### src/hdl/lfns_pkg.sv
package lfns_pkg;

  localparam int LINE_LIMIT          = 64;
  localparam int LINE_CNT_W          = $clog2(LINE_LIMIT);
  localparam int MAX_FRACTION_DIGITS = 9;
  localparam int FRAC_CNT_W          = 4;
  localparam int WHOLE_W             = 32;
  localparam int FRAC_W              = 30;
  localparam int GAIN_W              = 24;
  localparam int BIAS_W              = 32;
  localparam int VALUE_W             = 32;
  localparam int CFG_IDX_W           = 1;
  localparam int CFG_DATA_W          = 32;

  localparam int JQ_DEPTH  = 2;
  localparam int JQ_PTR_W  = $clog2(JQ_DEPTH);
  localparam int JQ_CNT_W  = $clog2(JQ_DEPTH + 1);

  localparam int DIV_STEPS = 17;
  localparam int DIV_CNT_W = $clog2(DIV_STEPS + 1);

  localparam logic [7:0] CH_CR    = 8'h0d;
  localparam logic [7:0] CH_LF    = 8'h0a;
  localparam logic [7:0] CH_MINUS = 8'h2d;
  localparam logic [7:0] CH_DOT   = 8'h2e;
  localparam logic [7:0] CH_ZERO  = 8'h30;
  localparam logic [7:0] CH_NINE  = 8'h39;

  typedef enum logic [CFG_IDX_W-1:0] {
    REG_GAIN = 1'b0,
    REG_BIAS = 1'b1
  } cfg_reg_e;

  typedef struct packed {
    logic [7:0] data_byte;
    logic       end_of_packet;
    logic       clear_line;
  } in_item_t;

  typedef struct packed {
    logic signed [VALUE_W-1:0] value;
    logic                      saturated;
  } out_item_t;

  typedef struct packed {
    logic [WHOLE_W-1:0]    whole_part;
    logic [FRAC_W-1:0]     fraction_digits;
    logic [FRAC_CNT_W-1:0] fraction_count;
    logic                  is_negative;
    logic                  part_overflow;
  } job_t;

  function automatic logic [FRAC_W-1:0] pow10(input logic [FRAC_CNT_W-1:0] n);
    logic [FRAC_W-1:0] r;
    case (n)
      4'd0:    r = 30'd1;
      4'd1:    r = 30'd10;
      4'd2:    r = 30'd100;
      4'd3:    r = 30'd1000;
      4'd4:    r = 30'd10000;
      4'd5:    r = 30'd100000;
      4'd6:    r = 30'd1000000;
      4'd7:    r = 30'd10000000;
      4'd8:    r = 30'd100000000;
      default: r = 30'd1000000000;
    endcase
    return r;
  endfunction

endpackage

### src/hdl/lfns_front.sv
module lfns_front
  import lfns_pkg::*;
(
  input  logic     clk_i,
  input  logic     rst_ni,
  input  in_item_t item_i,
  input  logic     accept_i,
  output job_t     job_o,
  output logic     job_push_o
);

  typedef enum logic [1:0] {
    PH_SEARCH = 2'd0,
    PH_WHOLE  = 2'd1,
    PH_FRAC   = 2'd2,
    PH_DONE   = 2'd3
  } scan_phase_e;

  scan_phase_e           phase_q, phase_d;
  logic [LINE_CNT_W-1:0] count_q, count_d;
  logic                  minus_q, minus_d;
  logic                  neg_q, neg_d;
  logic [WHOLE_W-1:0]    whole_q, whole_d;
  logic [FRAC_W-1:0]     frac_q, frac_d;
  logic [FRAC_CNT_W-1:0] fcnt_q, fcnt_d;
  logic                  ovf_q, ovf_d;

  logic [7:0]         b;
  logic               is_digit;
  logic [3:0]         dval;
  logic [WHOLE_W+3:0] wext, wnext;
  logic [FRAC_W-1:0]  fnext;

  assign b        = item_i.data_byte;
  assign is_digit = (b >= CH_ZERO) && (b <= CH_NINE);
  assign dval     = 4'(b - CH_ZERO);
  assign wext     = {4'b0, whole_q};
  assign wnext    = (wext << 3) + (wext << 1) + {{WHOLE_W{1'b0}}, dval};
  assign fnext    = (frac_q << 3) + (frac_q << 1) + {{(FRAC_W-4){1'b0}}, dval};

  assign job_o.whole_part      = whole_q;
  assign job_o.fraction_digits = frac_q;
  assign job_o.fraction_count  = fcnt_q;
  assign job_o.is_negative     = neg_q;
  assign job_o.part_overflow   = ovf_q;

  always_comb begin
    phase_d    = phase_q;
    count_d    = count_q;
    minus_d    = minus_q;
    neg_d      = neg_q;
    whole_d    = whole_q;
    frac_d     = frac_q;
    fcnt_d     = fcnt_q;
    ovf_d      = ovf_q;
    job_push_o = 1'b0;
    if (accept_i) begin
      if (item_i.clear_line || b == CH_CR || b == CH_LF ||
          count_q == LINE_CNT_W'(LINE_LIMIT - 1)) begin
        if (!item_i.clear_line && (b == CH_CR || b == CH_LF) &&
            count_q != '0 && phase_q != PH_SEARCH) begin
          job_push_o = 1'b1;
        end
        phase_d = PH_SEARCH;
        count_d = '0;
        minus_d = 1'b0;
        neg_d   = 1'b0;
        whole_d = '0;
        frac_d  = '0;
        fcnt_d  = '0;
        ovf_d   = 1'b0;
      end else begin
        count_d = count_q + 1'b1;
        unique case (phase_q)
          PH_SEARCH: begin
            if (is_digit) begin
              neg_d   = minus_q;
              phase_d = PH_WHOLE;
              whole_d = {{(WHOLE_W-4){1'b0}}, dval};
              minus_d = 1'b0;
            end else begin
              minus_d = (b == CH_MINUS);
            end
          end
          PH_WHOLE: begin
            if (is_digit) begin
              if (wnext[WHOLE_W+3:WHOLE_W] != 4'b0) begin
                whole_d = '1;
                ovf_d   = 1'b1;
              end else begin
                whole_d = wnext[WHOLE_W-1:0];
              end
            end else if (b == CH_DOT) begin
              phase_d = PH_FRAC;
            end else begin
              phase_d = PH_DONE;
            end
          end
          PH_FRAC: begin
            if (is_digit) begin
              if (fcnt_q < FRAC_CNT_W'(MAX_FRACTION_DIGITS)) begin
                frac_d = fnext;
                fcnt_d = fcnt_q + 1'b1;
              end
            end else begin
              phase_d = PH_DONE;
            end
          end
          default: ;
        endcase
      end
    end
  end

  always_ff @(posedge clk_i or negedge rst_ni) begin
    if (!rst_ni) begin
      phase_q <= PH_SEARCH;
      count_q <= '0;
      minus_q <= 1'b0;
      neg_q   <= 1'b0;
      whole_q <= '0;
      frac_q  <= '0;
      fcnt_q  <= '0;
      ovf_q   <= 1'b0;
    end else begin
      phase_q <= phase_d;
      count_q <= count_d;
      minus_q <= minus_d;
      neg_q   <= neg_d;
      whole_q <= whole_d;
      frac_q  <= frac_d;
      fcnt_q  <= fcnt_d;
      ovf_q   <= ovf_d;
    end
  end

endmodule

### src/hdl/lfns_job_queue.sv
module lfns_job_queue
  import lfns_pkg::*;
(
  input  logic clk_i,
  input  logic rst_ni,
  input  job_t wr_data_i,
  input  logic wr_i,
  output logic full_o,
  output job_t rd_data_o,
  output logic empty_o,
  input  logic rd_i
);

  job_t                mem_q [JQ_DEPTH];
  logic [JQ_PTR_W-1:0] wr_ptr_q, rd_ptr_q;
  logic [JQ_CNT_W-1:0] cnt_q;
  logic                do_wr, do_rd;

  assign full_o    = (cnt_q == JQ_CNT_W'(JQ_DEPTH));
  assign empty_o   = (cnt_q == '0);
  assign rd_data_o = mem_q[rd_ptr_q];
  assign do_wr     = wr_i && !full_o;
  assign do_rd     = rd_i && !empty_o;

  always_ff @(posedge clk_i) begin
    if (do_wr) begin
      mem_q[wr_ptr_q] <= wr_data_i;
    end
  end

  always_ff @(posedge clk_i or negedge rst_ni) begin
    if (!rst_ni) begin
      wr_ptr_q <= '0;
      rd_ptr_q <= '0;
      cnt_q    <= '0;
    end else begin
      if (do_wr) begin
        wr_ptr_q <= (wr_ptr_q == JQ_PTR_W'(JQ_DEPTH - 1)) ? '0 : wr_ptr_q + 1'b1;
      end
      if (do_rd) begin
        rd_ptr_q <= (rd_ptr_q == JQ_PTR_W'(JQ_DEPTH - 1)) ? '0 : rd_ptr_q + 1'b1;
      end
      if (do_wr && !do_rd) begin
        cnt_q <= cnt_q + 1'b1;
      end else if (do_rd && !do_wr) begin
        cnt_q <= cnt_q - 1'b1;
      end
    end
  end

endmodule

### src/hdl/lfns_back.sv
module lfns_back
  import lfns_pkg::*;
(
  input  logic                     clk_i,
  input  logic                     rst_ni,
  input  job_t                     job_i,
  input  logic                     job_empty_i,
  output logic                     job_pop_o,
  input  logic        [GAIN_W-1:0] gain_i,
  input  logic        [BIAS_W-1:0] bias_i,
  output out_item_t                out_o,
  output logic                     out_valid_o,
  input  logic                     pop_i
);

  typedef enum logic [2:0] {
    ST_IDLE = 3'd0,
    ST_DIV  = 3'd1,
    ST_MUL  = 3'd2,
    ST_SUM  = 3'd3,
    ST_FIN  = 3'd4
  } back_state_e;

  back_state_e          state_q;
  logic [DIV_CNT_W-1:0] step_q;
  logic [30:0]          rem_q;
  logic [30:0]          dvs_q;
  logic [16:0]          nlow_q;
  logic [16:0]          quo_q;
  logic [WHOLE_W-1:0]   whole_q;
  logic                 neg_q;
  logic                 ovf_q;
  logic [48:0]          phi_q;
  logic [47:0]          plo_q;
  logic [57:0]          mag_q;
  logic                 out_valid_q;
  out_item_t            out_q;

  logic [FRAC_W-1:0]  p10;
  logic [46:0]        num;
  logic [31:0]        trial;
  logic               take;
  logic [48:0]        raw;
  logic               gneg;
  logic [GAIN_W-1:0]  gmag;
  logic [48:0]        lo_rnd;
  logic [59:0]        bias_ext;
  logic signed [59:0] sum;
  logic               out_free;

  assign p10      = pow10(job_i.fraction_count);
  assign num      = {job_i.fraction_digits, 17'b0} + {17'b0, p10};
  assign trial    = {rem_q, nlow_q[16]};
  assign take     = (trial >= {1'b0, dvs_q});
  assign raw      = {1'b0, whole_q, 16'b0} + {32'b0, quo_q};
  assign gneg     = gain_i[GAIN_W-1];
  assign gmag     = gneg ? (~gain_i + 1'b1) : gain_i;
  assign lo_rnd   = {1'b0, plo_q} + 49'd32768;
  assign bias_ext = {{28{bias_i[BIAS_W-1]}}, bias_i};
  assign sum      = (neg_q != gneg) ? signed'(bias_ext - {2'b0, mag_q})
                                    : signed'(bias_ext + {2'b0, mag_q});
  assign out_free = !out_valid_q || pop_i;

  assign job_pop_o   = (state_q == ST_IDLE) && !job_empty_i;
  assign out_o       = out_q;
  assign out_valid_o = out_valid_q;

  always_ff @(posedge clk_i or negedge rst_ni) begin
    if (!rst_ni) begin
      state_q     <= ST_IDLE;
      step_q      <= '0;
      out_valid_q <= 1'b0;
    end else begin
      if (pop_i && !((state_q == ST_FIN) && out_free)) begin
        out_valid_q <= 1'b0;
      end
      unique case (state_q)
        ST_IDLE: begin
          if (!job_empty_i) begin
            state_q <= ST_DIV;
            step_q  <= '0;
          end
        end
        ST_DIV: begin
          if (step_q == DIV_CNT_W'(DIV_STEPS - 1)) begin
            state_q <= ST_MUL;
          end
          step_q <= step_q + 1'b1;
        end
        ST_MUL: state_q <= ST_SUM;
        ST_SUM: state_q <= ST_FIN;
        ST_FIN: begin
          if (out_free) begin
            out_valid_q <= 1'b1;
            state_q     <= ST_IDLE;
          end
        end
        default: state_q <= ST_IDLE;
      endcase
    end
  end

  always_ff @(posedge clk_i) begin
    case (state_q)
      ST_IDLE: begin
        rem_q   <= num[46:17] + 31'd0;
        nlow_q  <= num[16:0];
        dvs_q   <= {p10, 1'b0};
        quo_q   <= '0;
        whole_q <= job_i.whole_part;
        neg_q   <= job_i.is_negative;
        ovf_q   <= job_i.part_overflow;
      end
      ST_DIV: begin
        rem_q  <= take ? 31'(trial - {1'b0, dvs_q}) : trial[30:0];
        nlow_q <= {nlow_q[15:0], 1'b0};
        quo_q  <= {quo_q[15:0], take};
      end
      ST_MUL: begin
        phi_q <= raw[48:24] * gmag;
        plo_q <= raw[23:0] * gmag;
      end
      ST_SUM: begin
        mag_q <= {1'b0, phi_q, 8'b0} + {25'b0, lo_rnd[48:16]};
      end
      ST_FIN: begin
        if (out_free) begin
          if (sum > 60'sd2147483647) begin
            out_q.value     <= 32'sh7fffffff;
            out_q.saturated <= 1'b1;
          end else if (sum < -60'sd2147483648) begin
            out_q.value     <= 32'sh80000000;
            out_q.saturated <= 1'b1;
          end else begin
            out_q.value     <= sum[VALUE_W-1:0];
            out_q.saturated <= ovf_q;
          end
        end
      end
      default: ;
    endcase
  end

endmodule

### src/hdl/line_first_number_scaler_top.sv
// Bytes are taken one per cycle while full is low; ordinary bytes finish in the cycle they
// arrive. A CR or LF that closes a line holding a number hands that number to a two-entry
// job queue, and the arithmetic unit turns it into a result in these steps: one load,
// 17 steps of a bit-serial divider for the fraction, one multiply, one add and a last step for
// bias and clamping. Full rises only while both queue entries wait, so line ends coming faster
// than the unit drains them stall the input. A result sits in an output register until popped.
module line_first_number_scaler_top
  import lfns_pkg::*;
(
  input  logic                  clk_i,
  input  logic                  rst_ni,
  input  logic                  push,
  output logic                  full,
  input  in_item_t              in_item_i,
  output logic                  empty,
  input  logic                  pop,
  output out_item_t             out_item_o,
  input  logic                  cfg_we_i,
  input  logic [CFG_IDX_W-1:0]  cfg_idx_i,
  input  logic [CFG_DATA_W-1:0] cfg_wdata_i
);

  logic [GAIN_W-1:0] gain_q;
  logic [BIAS_W-1:0] bias_q;
  logic              accept;
  job_t              fr_job;
  logic              fr_push;
  logic              jq_full;
  job_t              jq_data;
  logic              jq_empty;
  logic              jq_pop;
  logic              out_valid;

  assign accept = push && !jq_full;
  assign full   = jq_full;
  assign empty  = !out_valid;

  always_ff @(posedge clk_i or negedge rst_ni) begin
    if (!rst_ni) begin
      gain_q <= GAIN_W'(65536);
      bias_q <= '0;
    end else if (cfg_we_i) begin
      unique case (cfg_reg_e'(cfg_idx_i))
        REG_GAIN: gain_q <= cfg_wdata_i[GAIN_W-1:0];
        REG_BIAS: bias_q <= cfg_wdata_i[BIAS_W-1:0];
        default: ;
      endcase
    end
  end

  lfns_front u_front (
    .clk_i      (clk_i),
    .rst_ni     (rst_ni),
    .item_i     (in_item_i),
    .accept_i   (accept),
    .job_o      (fr_job),
    .job_push_o (fr_push)
  );

  lfns_job_queue u_queue (
    .clk_i     (clk_i),
    .rst_ni    (rst_ni),
    .wr_data_i (fr_job),
    .wr_i      (fr_push),
    .full_o    (jq_full),
    .rd_data_o (jq_data),
    .empty_o   (jq_empty),
    .rd_i      (jq_pop)
  );

  lfns_back u_back (
    .clk_i       (clk_i),
    .rst_ni      (rst_ni),
    .job_i       (jq_data),
    .job_empty_i (jq_empty),
    .job_pop_o   (jq_pop),
    .gain_i      (gain_q),
    .bias_i      (bias_q),
    .out_o       (out_item_o),
    .out_valid_o (out_valid),
    .pop_i       (pop && out_valid)
  );

endmodule
### config.mk
export PLATFORM = sky130hd
export DESIGN_NAME = line_first_number_scaler_top
export DESIGN_NICKNAME = d
export VERILOG_FILES = /design/src/hdl/lfns_pkg.sv /design/src/hdl/lfns_front.sv /design/src/hdl/lfns_job_queue.sv /design/src/hdl/lfns_back.sv /design/src/hdl/line_first_number_scaler_top.sv
export SDC_FILE = /design/constraint.sdc
export NUM_CORES = 2
export LEC_CHECK = 0
export ABC_AREA = 1
export BUFFER_PORTS_ARGS = -buffer_cell sky130_fd_sc_hd__clkbuf_2
export CAP_MARGIN = 20
export CORE_ASPECT_RATIO = 1.5
export CORE_MARGIN = 10
export CORE_UTILIZATION = 45
export DETAILED_ROUTE_END_ITERATION = 12
export GPL_ROUTABILITY_DRIVEN = 0
export GPL_TIMING_DRIVEN = 0
export SYNTH_ARGS = -nofsm -noshare
export SYNTH_HDL_FRONTEND = slang
export SYNTH_SLANG_ARGS = --single-unit
### constraint.sdc
create_clock -name clk_i -period 13.1 [get_ports clk_i]
set_input_delay 0.655 -clock clk_i [delete_from_list [all_inputs] [get_ports clk_i]]
set_output_delay 0.655 -clock clk_i [all_outputs]
set_load 0.05 [all_outputs]
==> flow_metrics.env <==
export IMPL_grt_usage=0.2786
export IMPL_holdPathStages=2
export IMPL_antenna_found_initial=12
export IMPL_dieArea_um2=188500
export IMPL_cpPeakStageDelay_ps=840
export IMPL_grt_pass1_vias=68780
export IMPL_relSlewSlack=0.1378
export IMPL_drt_first_pass_iters=9
export IMPL_drc_errors=0
export IMPL_worstPathArrival_ps=12140
export IMPL_hold_class="in2reg"
export IMPL_dp_cells=12025
export IMPL_final_max_slew_viol_count=0
export IMPL_yosysSeqAreaShare=0.2154
export IMPL_synth_area_per_cell_um2=7.975
export IMPL_finalHoldViolations=0
export IMPL_drive_gt1_frac=0.04813
export IMPL_num_io_pins=83
export IMPL_coreArea_um2=169900
export IMPL_drtIter0Drc=4249
export IMPL_yosysUniqueCellTypes=73
export IMPL_netlist_instances=9661
export IMPL_synth_most_common_cell="nand2_1"
export IMPL_portBuffers=81
export IMPL_ant_nets=0
export IMPL_row_count=185
export IMPL_routed_wl_mm=261.4
export IMPL_fp_dieW_um=357.8
export IMPL_setup_worst_path_start_class="register"
export IMPL_start_util=0.4535
export IMPL_tightest_slew_ps=1293
export IMPL_synth_main_ff_cell="edfxtp_1"
export IMPL_maxCapViolations=0
export IMPL_r2r_cells=36
export IMPL_fmax_mhz=85.39
export IMPL_yosysTopAreaCellShare=0.2580
export IMPL_netlist_area_um2=77040
export IMPL_status="finished clean"
export IMPL_synthTopCellsByCount="nand2_1 (2,470), inv_1 (1,972), fa_1 (993), nor2_1 (897), ha_1 (610)"
export IMPL_synth_edf_count=431
export IMPL_fill_cells=16715
export IMPL_vias=64800
export IMPL_die_h_um=526.8
export IMPL_grt_max_degree=81
export IMPL_r2r_slack_ps=1390
export IMPL_ys_warn_count=0
export IMPL_dp_hpwl_mm=218.2
export IMPL_clkLatencyLatePin_ps=700
export IMPL_final_util=0.4905
export IMPL_period_minus_slack_ps=11710
export IMPL_ys_top_cells_by_area="fa_1 (26%), edfxtp_1 (17%), nand2_1 (12%)"
export IMPL_finalNonFillerCells=12159
export IMPL_synthArstFlopShare=0.2530
export IMPL_area_growth_syn_to_layout_pct=8.162
export IMPL_crit_type="reg2reg"
export IMPL_synth_nets=11312
export IMPL_cts_buffers=69
export IMPL_rsz0062_at_grt="no"
export IMPL_cts_max_path_buffers=3
export IMPL_wire_per_inst_um=21.50
export IMPL_crit_slowest_cell="nand2_1"
export IMPL_fin_nets=11506
export IMPL_synth_area_leader_cell="fa_1"
export IMPL_skew_ps=59.12
export IMPL_grt_ovfl_total=0
export IMPL_cts_tree="yes"
export IMPL_grt_pass1_wl_mm=397.1
export IMPL_setup_viol=0
export IMPL_synth_seq_cells=577
export IMPL_pre_cts_ws_ps=1724
export IMPL_clkTransAtPathRegs_ps=60
export IMPL_critPathRequiredTime_ps=13530
export IMPL_cts_htree_levels=3
export IMPL_min_period_over_period=0.8940
export IMPL_worst_slack_ps=1389
export IMPL_root_buffer="clkbuf_16"
export IMPL_fin_tns_setup_ps=0
export IMPL_viasPerCell=5.329
export IMPL_path_max_fanout=10
export IMPL_clock_sinks=577
export IMPL_worstSetupEndpointType="register"
worst max-delay path: cells and delay by family, from the launching register on:
kind            cells  cell delay [ps]
simple gates       11             2320
compound gates      3              570
buf+inv            11             3420
xor+xnor            2              280
fa+ha+maj           9             4330
flops               1              440
logic make-up after synthesis:
logic type	after synthesis	share of synthesized area
XOR/XNOR	314	0.03579
adder cells (fa/ha/maj)	1603	0.3571
AND/OR/NAND/NOR	3977	0.2115
AO/OA/AOI/OAI	907	0.06459
flip-flops	577	0.2154
buffers and inverters	2263	0.1129
multiplexers	20	0.002712
placed cells by master, fill, tap and decap left out, drive strengths merged, types with 25 or more instances in the layout:
cell type	Yosys	routed
nor2	949	949
nor3	94	94
nand4	73	73
fa	993	993
nand2	2510	2510
nand3	235	235
a21o	25	25
buf	76	117
xnor2	84	84
or2	39	39
o21ai	347	347
clkinv	20	39
a21oi	392	392
ha	610	610
edfxtp	431	431
a31oi	34	34
xor2	230	230
dfrtp	145	145
inv	1990	2002
nor4	40	40
clkbuf	177	346
metal layers:
| layer | vias to the layer above | wire [µm] | track usage |
|---|---|---|---|
| li1 | 30065 | - | - |
| met1 | 31238 | 85140 | 0.2730 |
| met2 | 2467 | 130500 | 0.4943 |
| met3 | 1016 | 15900 | 0.04609 |
| met4 | 14 | 29720 | 0.2573 |
| met5 | - | 110 | 0 |
registers in the layout, indices dropped and copies added, names as in the netlist, 2 cells and up:
| register | cells |
|---|---|
| u_back.state_q | 3 |
| u_front.fcnt_q | 4 |
| u_front.phase_q | 2 |
| bias_q | 32 |
| u_back.plo_q | 33 |
| u_queue.mem_q | 136 |
| u_front.whole_q | 32 |
| gain_q | 24 |
| u_back.nlow_q | 17 |
| u_back.rem_q | 31 |
| u_front.frac_q | 30 |
| u_queue.cnt_q | 2 |
| u_back.step_q | 5 |
| u_back.dvs_q | 23 |
| u_back.out_o | 33 |
| u_back.mag_q | 58 |
| u_back.phi_q | 49 |
| u_back.quo_q | 17 |
| u_back.whole_q | 32 |
| u_front.count_q | 6 |
stage by stage:
step                      hold WS [ps]  instance area, µm²
final                            192.3               83330
after global routing             172.2               83320
after floorplan                  359.4               77040
after CTS                        160.7               83280
after global placement           453.6               80260
after detailed placement         460.1               80980
area by class of cell:
class / instances / area, µm² / area share
Tap cell: 2244 / 2808 / 0.03369
Clock buffer: 88 / 1891 / 0.02269
Sequential cell: 577 / 16600 / 0.1992
Inverter: 2010 / 7547 / 0.09057
Clock inverter: 39 / 396.6 / 0.004760
Timing Repair Buffer: 123 / 1115 / 0.01338
Multi-Input combinational cell: 6821 / 51820 / 0.6219
Antenna cell: 4 / 10.01 / 0.0001201
Buffer: 253 / 1147 / 0.01377
path summary, 6_finish.rpt:
| kind | startpoint | endpoint |
|---|---|---|
| max | gain_q[0] | u_back.phi_q[44] |
| min in group asynchronous | rst_ni | u_front.whole_q[22] |
| min | cfg_wdata_i[26] | bias_q[26] |
| min reg2reg | u_front.frac_q[29] | u_queue.mem_q[1][35] |
| max in group asynchronous | rst_ni | u_front.frac_q[26] |
| max reg2reg | gain_q[0] | u_back.phi_q[44] |
repair_timing:
action,CTS,global route
endpoints found under the hold margin,10,0
hold buffers,1,0
buffers inserted,0,0
resized for setup,0,0
Power is not shown: default switching activity piles up to over one toggle a cycle in this logic, so the estimate is an artifact.
